<file path="src/rtl/macd_histogram_assert.svh">
// assertion macros for the macd histogram block
// each use sits inside a module that has clk and arst_n
`ifndef MACD_HISTOGRAM_ASSERT_SVH
`define MACD_HISTOGRAM_ASSERT_SVH
`ifndef NO_ASSERTIONS
`define MACD_ASSERT(label, prop) \
	label: assert property (@(posedge clk) disable iff (!arst_n) prop) \
		else $error("macd_histogram: assertion failed");
`define MACD_ASSERT_NEXT(label, ante, cons) \
	label: assert property (@(posedge clk) disable iff (!arst_n) (ante) |=> (cons)) \
		else $error("macd_histogram: assertion failed");
`else
`define MACD_ASSERT(label, prop)
`define MACD_ASSERT_NEXT(label, ante, cons)
`endif
`endif

</file>
<file path="src/rtl/macd_pkg.sv">
package macd_pkg;

	localparam int PRICE_BITS = 32;
	localparam int GUARD_BITS = 16;
	localparam int AVG_BITS   = PRICE_BITS + GUARD_BITS;
	localparam int DIFF_BITS  = AVG_BITS + 1;
	localparam int ALPHA_BITS = 17;
	localparam int LO_BITS    = 24;
	localparam int HI_BITS    = DIFF_BITS - LO_BITS;
	localparam int PL_BITS    = LO_BITS + ALPHA_BITS;
	localparam int PH_BITS    = HI_BITS + ALPHA_BITS + 1;
	localparam int PROD_BITS  = PH_BITS + LO_BITS;
	localparam int HIST_BITS  = DIFF_BITS + 1;
	localparam int CFG_IDX_BITS = 2;

	localparam logic [ALPHA_BITS-1:0] ALPHA_ONE          = ALPHA_BITS'(65536);
	localparam logic [ALPHA_BITS-1:0] LONG_ALPHA_RESET   = ALPHA_BITS'(4855);
	localparam logic [ALPHA_BITS-1:0] SHORT_ALPHA_RESET  = ALPHA_BITS'(10082);
	localparam logic [ALPHA_BITS-1:0] SIGNAL_ALPHA_RESET = ALPHA_BITS'(13107);

	typedef enum logic [CFG_IDX_BITS-1:0] {
		CFG_LONG_ALPHA   = 2'd0,
		CFG_SHORT_ALPHA  = 2'd1,
		CFG_SIGNAL_ALPHA = 2'd2
	} cfg_idx_t;

	typedef struct packed {
		logic capture;
		logic diff;
		logic mul;
		logic sel_sig;
		logic upd_ls;
		logic macd;
		logic sdiff;
		logic upd_s;
		logic load_first;
		logic push_zero;
		logic push_hist;
	} dp_cmd_t;

	typedef struct packed {
		logic first;
	} dp_sts_t;

endpackage

</file>
<file path="src/rtl/macd_ctrl.sv">
`include "macd_histogram_assert.svh"

module macd_ctrl (
	input  logic              clk,
	input  logic              arst_n,
	input  logic              in_valid,
	output logic              in_stall,
	output logic              out_valid,
	input  logic              out_stall,
	output macd_pkg::dp_cmd_t cmd,
	input  macd_pkg::dp_sts_t sts
);
	import macd_pkg::*;

	typedef enum logic [3:0] {
		ST_IDLE,
		ST_DIFF,
		ST_LOAD,
		ST_MUL,
		ST_UPD,
		ST_MACD,
		ST_SDIFF,
		ST_MUL_S,
		ST_UPD_S,
		ST_HIST
	} state_t;

	state_t state_q;
	logic   out_valid_q;
	logic   accept;
	logic   out_free;

	assign in_stall  = (state_q != ST_IDLE);
	assign accept    = in_valid && !in_stall;
	assign out_free  = !out_valid_q || !out_stall;
	assign out_valid = out_valid_q;

	always_comb begin
		cmd = '0;
		case (state_q)
			ST_IDLE:  cmd.capture = accept;
			ST_DIFF:  cmd.diff = 1'b1;
			ST_LOAD: begin
				cmd.load_first = out_free;
				cmd.push_zero  = out_free;
			end
			ST_MUL:   cmd.mul = 1'b1;
			ST_UPD:   cmd.upd_ls = 1'b1;
			ST_MACD:  cmd.macd = 1'b1;
			ST_SDIFF: cmd.sdiff = 1'b1;
			ST_MUL_S: begin
				cmd.mul     = 1'b1;
				cmd.sel_sig = 1'b1;
			end
			ST_UPD_S: begin
				cmd.sel_sig = 1'b1;
				cmd.upd_s   = 1'b1;
			end
			ST_HIST:  cmd.push_hist = out_free;
			default:  cmd = '0;
		endcase
	end

	always_ff @(posedge clk or negedge arst_n) begin
		if (!arst_n) begin
			state_q     <= ST_IDLE;
			out_valid_q <= 1'b0;
		end else begin
			if (out_valid_q && !out_stall)
				out_valid_q <= 1'b0;
			case (state_q)
				ST_IDLE: begin
					if (accept)
						state_q <= ST_DIFF;
				end
				// the first flag is in the datapath register by now
				ST_DIFF:  state_q <= sts.first ? ST_LOAD : ST_MUL;
				ST_LOAD: begin
					if (out_free) begin
						out_valid_q <= 1'b1;
						state_q     <= ST_IDLE;
					end
				end
				ST_MUL:   state_q <= ST_UPD;
				ST_UPD:   state_q <= ST_MACD;
				ST_MACD:  state_q <= ST_SDIFF;
				ST_SDIFF: state_q <= ST_MUL_S;
				ST_MUL_S: state_q <= ST_UPD_S;
				ST_UPD_S: state_q <= ST_HIST;
				ST_HIST: begin
					if (out_free) begin
						out_valid_q <= 1'b1;
						state_q     <= ST_IDLE;
					end
				end
				default:  state_q <= ST_IDLE;
			endcase
		end
	end

	`MACD_ASSERT_NEXT(a_accept_starts, accept, state_q == ST_DIFF)
	`MACD_ASSERT(a_word_from_push,
		$rose(out_valid_q) |-> $past(state_q == ST_HIST || state_q == ST_LOAD))
	`MACD_ASSERT_NEXT(a_hist_waits, state_q == ST_HIST && !out_free, state_q == ST_HIST)
	`MACD_ASSERT(a_one_update, $onehot0({cmd.upd_ls, cmd.upd_s, cmd.load_first}))

endmodule

</file>
<file path="config.mk">
export PLATFORM = sky130hd
export DESIGN_NAME = macd_ctrl
export DESIGN_NICKNAME = d
export VERILOG_FILES = /design/src/rtl/macd_pkg.sv /design/src/rtl/macd_ctrl.sv
export VERILOG_INCLUDE_DIRS = /design/src /design/src/rtl
export SDC_FILE = /design/constraint.sdc
export NUM_CORES = 1
export LEC_CHECK = 0
export BUFFER_PORTS_ARGS = -buffer_cell sky130_fd_sc_hd__buf_2
export CORE_AREA = 2 2 39 41
export CTS_CLUSTER_DIAMETER = 30
export CTS_CLUSTER_SIZE = 14
export DETAILED_ROUTE_END_ITERATION = 7
export DIE_AREA = 0 0 41 43
export PLACE_DENSITY_LB_ADDON = 0.3
export SETUP_SLACK_MARGIN = 0.3
export SYNTH_ARGS = -nofsm -noshare
export SYNTH_HDL_FRONTEND = slang
export SYNTH_SLANG_ARGS = --single-unit
</file>
<file path="constraint.sdc">
create_clock -name clk -period 1.8 [get_ports clk]
set_input_delay 0.45 -clock clk [delete_from_list [all_inputs] [get_ports clk]]
set_output_delay 0.45 -clock clk [all_outputs]
set_load 0.005 [all_outputs]
</file>
Word level (Yosys, flattened, before mapping)
Cells that the tools add are included.
{"block": "op_classes", "eq_ne": 11, "n_mux": 17, "n_reduce_logical": 12}
{"op": "case mux 4 bit (9 select lines)", "n": 1}
{"op": "== test 4 x 3 -> 1 bit, second input constant", "n": 4}
{"op": "two-way mux 1 bit", "n": 13}
{"op": "== test 4 x 2 -> 1 bit, second input constant", "n": 2}
{"op": "== test 4 bit, second input constant", "n": 2}
{"op": "two-way mux 4 bit", "n": 2}
{"op": "OR reduction 2 bit", "n": 3}
{"op": "== test 4 x 1 -> 1 bit, second input constant", "n": 1}
{"op": "zero test 4 bit", "n": 1}
{"op": "nonzero test 4 bit", "n": 1}
{"op": "zero test 1 bit", "n": 3}
{"op": "logical AND 1 bit", "n": 2}
{"op": "two-way mux 2 bit", "n": 1}
{"op": "!= test 2 x 1 -> 1 bit, second input constant", "n": 1}
{"op": "!= test 2 bit, second input constant", "n": 1}
{"op": "AND reduction 2 bit", "n": 1}
{"op": "logical OR 1 bit", "n": 1}
{"block": "word_totals", "reg_bits": 5, "output_inout_bits": 13, "word_cells": 42}

Depth between registers and ports, before layout
{"block": "logic_depth", "word_depth": 5, "ltp_mapped": 4, "mapped_depth_nobuf": 3}

Worst setup path before layout
No wires, ideal clock.
{"block": "synth_timing", "kind": "register to output", "from": "reg state_q[0]", "to": "out cmd[2] (netlist bit)", "arrival_time_ns": 1.152, "path_slack_ns": 0.198, "stages_incl_launch_ff": 5, "path_buffers": 2, "cell_sequence": "dfrtp_1 -> buf_6 -> nand2b_4 -> nor4_1 -> buf_4"}
{"element": "start, declared", "line_no": "macd_ctrl.sv:28", "source": "state_t state_q;"}
{"element": "start signal, assigned", "line_no": "macd_ctrl.sv:77", "source": "ST_DIFF: state_q <= sts.first ? ST_LOAD : ST_MUL;"}
{"element": "end, declared", "line_no": "macd_ctrl.sv:10", "source": "output macd_pkg::dp_cmd_t cmd,"}

==> impl_metrics.env <==
export IMPL_hold_ws_ns=0.0150
export IMPL_skew_ns=0.000994
export IMPL_ctsHoldBuffers=0
export IMPL_vias=445
export IMPL_critPathMaxFanout=7
export IMPL_io_buffers=17
export IMPL_ys_ff_latch=5
export IMPL_antenna_cells=0
export IMPL_netlist_area_um2=419
export IMPL_antenna_found_initial=0
export IMPL_drv_cap=0
export IMPL_dieArea_mm2=0.00176
export IMPL_multi_input_area_um2=280
export IMPL_synth_largest_area_cell="dfrtp_1"
export IMPL_grt_usage_pct=14.5
export IMPL_die_width_um=41
export IMPL_cp_cell_sequence="nand2b_4 > nor3_1 > buf_2"
export IMPL_cts_tree="built"
export IMPL_remaining_drc_errors=0
export IMPL_worst_setup_path_end_kind="primary output"
export IMPL_numCtsBuffers=3
export IMPL_grt_pass1_vias=399
export IMPL_ioPinCount=18
export IMPL_clock_sinks=5
export IMPL_rsz0062_at_grt="true"
export IMPL_maxSlewHeadroom_pct=86.2
export IMPL_power_mw=1.23
export IMPL_synth_avg_cell_area_um2=9.31
export IMPL_power_leakage_nw=0.346
export IMPL_grt_max_degree=9
export IMPL_final_seq_area_um2=130
export IMPL_syn_instance_count=45
export IMPL_core_area_mm2=0.00138
export IMPL_start_util_pct=30.3
export IMPL_cp_slowest_cell="dfrtp_2"
export IMPL_synth_area_leaders="dfrtp_1, nand2b_4, buf_6"
export IMPL_slew_viol_final=0
export IMPL_nets=83
export IMPL_post_route_period_util_pct=92.3
export IMPL_layout_cells_non_filler=93
export IMPL_worstMarginPinSlew_ns=0.205
export IMPL_vdd_drop_max_mv=0.813
export IMPL_htree_levels=1
export IMPL_grt_ovfl_total=0
export IMPL_critical_path_class="reg2out"
export IMPL_hp_class="in2async"
export IMPL_p_per_area_mw_per_mm2=1810
export IMPL_first_pass_iters=4
export IMPL_syn_to_final_growth_pct=62.4
export IMPL_drive_gt1_share_pct=71.4
export IMPL_drt_iter0_markers=3
export IMPL_synth_seq_area_share_pct=29.9
export IMPL_synth_top_area_share_pct=29.9
export IMPL_antenna_left=0
export IMPL_ys_warn_count=0
export IMPL_wl_per_cell_um=12.1
export IMPL_row_count=14
export IMPL_die_h_um=43
export IMPL_setup_tns_ns=0
export IMPL_hold_violations=0
export IMPL_setup_viol=0
export IMPL_clock_root_buffer="clkbuf_4"
export IMPL_routed_wl_mm=1.12
export IMPL_critPathRequiredTime_ns=1.35
export IMPL_max_freq_mhz=602
export IMPL_hpwl_um=660
export IMPL_dp_cells=74
export IMPL_start_kind="flop"
export IMPL_fin_util_pct=49.2
export IMPL_cp_arrival_ns=1.21
export IMPL_cts_path_max_buffers=2
export IMPL_gp_congestion=0.681
export IMPL_avgViaCountPerCell=4.78
export IMPL_yosys_cell_types_count=23
export IMPL_clk_latency_ns=0.24
export IMPL_status="finished, final reports clean"
export IMPL_synth_nets=50
export IMPL_min_period_ns=1.66
export IMPL_max_stage_delay_ns=0.48
export IMPL_grt_pass1_wl_mm=1.65
export IMPL_nFillCells=142
export IMPL_clk_pin_slew_ns=0.04
-- per-layer routing --
layer / GRT usage, % / vias up / wire (um)
met5: 0 / - / 0
met4: 6.00 / 0 / 8
met3: 6.28 / 2 / 66
met2: 21.9 / 12 / 578
met1: 17.3 / 210 / 470
li1: - / 221 / -
-- state kept, by name, indices dropped and copies added, names as in the netlist --
register	count
state_q	4
out_valid	1
-- final timing paths --
path | start | to | slack [ns] | depth (start not counted)
setup / recovery | state_q[1] | cmd[0] | 0.14 | 3
hold / removal | arst_n | out_valid | 0.01 | 1
setup reg to reg | state_q[0] | out_valid | 0.47 | 5
hold reg to reg | out_valid | out_valid | 0.66 | 3
max in group asynchronous | arst_n | state_q[0] | 1.65 | 1
min in group clk | in_valid | state_q[0] | 0.49 | 3
-- timing repair --
item	in CTS	in global routing
endpoints found under the setup margin	12	12
resized for setup	11	3
pin swaps	2	1
setup buffers	13	2
-- worst max-delay path, delay by kind of cell (launching register included) --
family / cells / cell delay (ns)
buf+inv: 1 / 0.14
simple gates: 2 / 0.36
flops: 1 / 0.48
-- power breakdown --
group	switching [mW]	total [mW]	internal [mW]
clock network	0.0434	0.127	0.0836
logic	0.342	0.823	0.481
registers	0.113	0.283	0.171
-- logic make-up after synthesis --
group / Yosys count / synth area share, %
multiplexers: 2 / 5.97
buffers and inverters: 6 / 11.9
AND/OR/NAND/NOR: 23 / 34.9
XOR/XNOR: 1 / 2.09
AO/OA/AOI/OAI: 8 / 15.2
flip-flops: 5 / 29.9
-- through the flow --
| step | setup slack (ns) | cell area, um^2 |
|---|---|---|
| 3_5_place_dp | 0.244 | 500 |
| 4_1_cts | 0.119 | 653 |
| 3_3_place_gp | 0.253 | 500 |
| 5_1_grt | 0.0725 | 681 |
| 2_1_floorplan | 0.326 | 434 |
| 6_report | 0.138 | 681 |
-- area by class of cell --
type	instances	area share, %
Clock buffer	4	3.86
Timing Repair Buffer	33	32.4
Multi-Input combinational cell	34	41.2
Sequential cell	5	19.1
Tap cell	16	2.94
Inverter	1	0.551
-- Yosys cell counts, drive strengths merged --
library cell	number
nand3	1
nor3	5
nor2	7
and2	1
inv	1
nand2b	4
a21oi	1
and3	1
buf	5
nand2	3
mux2	1
dfrtp	5
o21ai	2
a211o	1
xnor2	1
nor4	1
o21bai	1
mux2i	1
a21o	1
o211ai	2
-- cell usage in the layout (no fill, tap or decap), types with 3 or more instances in the layout --
cell type	Yosys	layout
buf_2	1	17
buf_4	1	12
buf_6	3	4
clkbuf_4	0	3
dfrtp_2	0	4
nand2b_4	4	4
nor2_1	7	5
nor3_1	4	4
No activity file was read; power rests on OpenSTA's default activity.
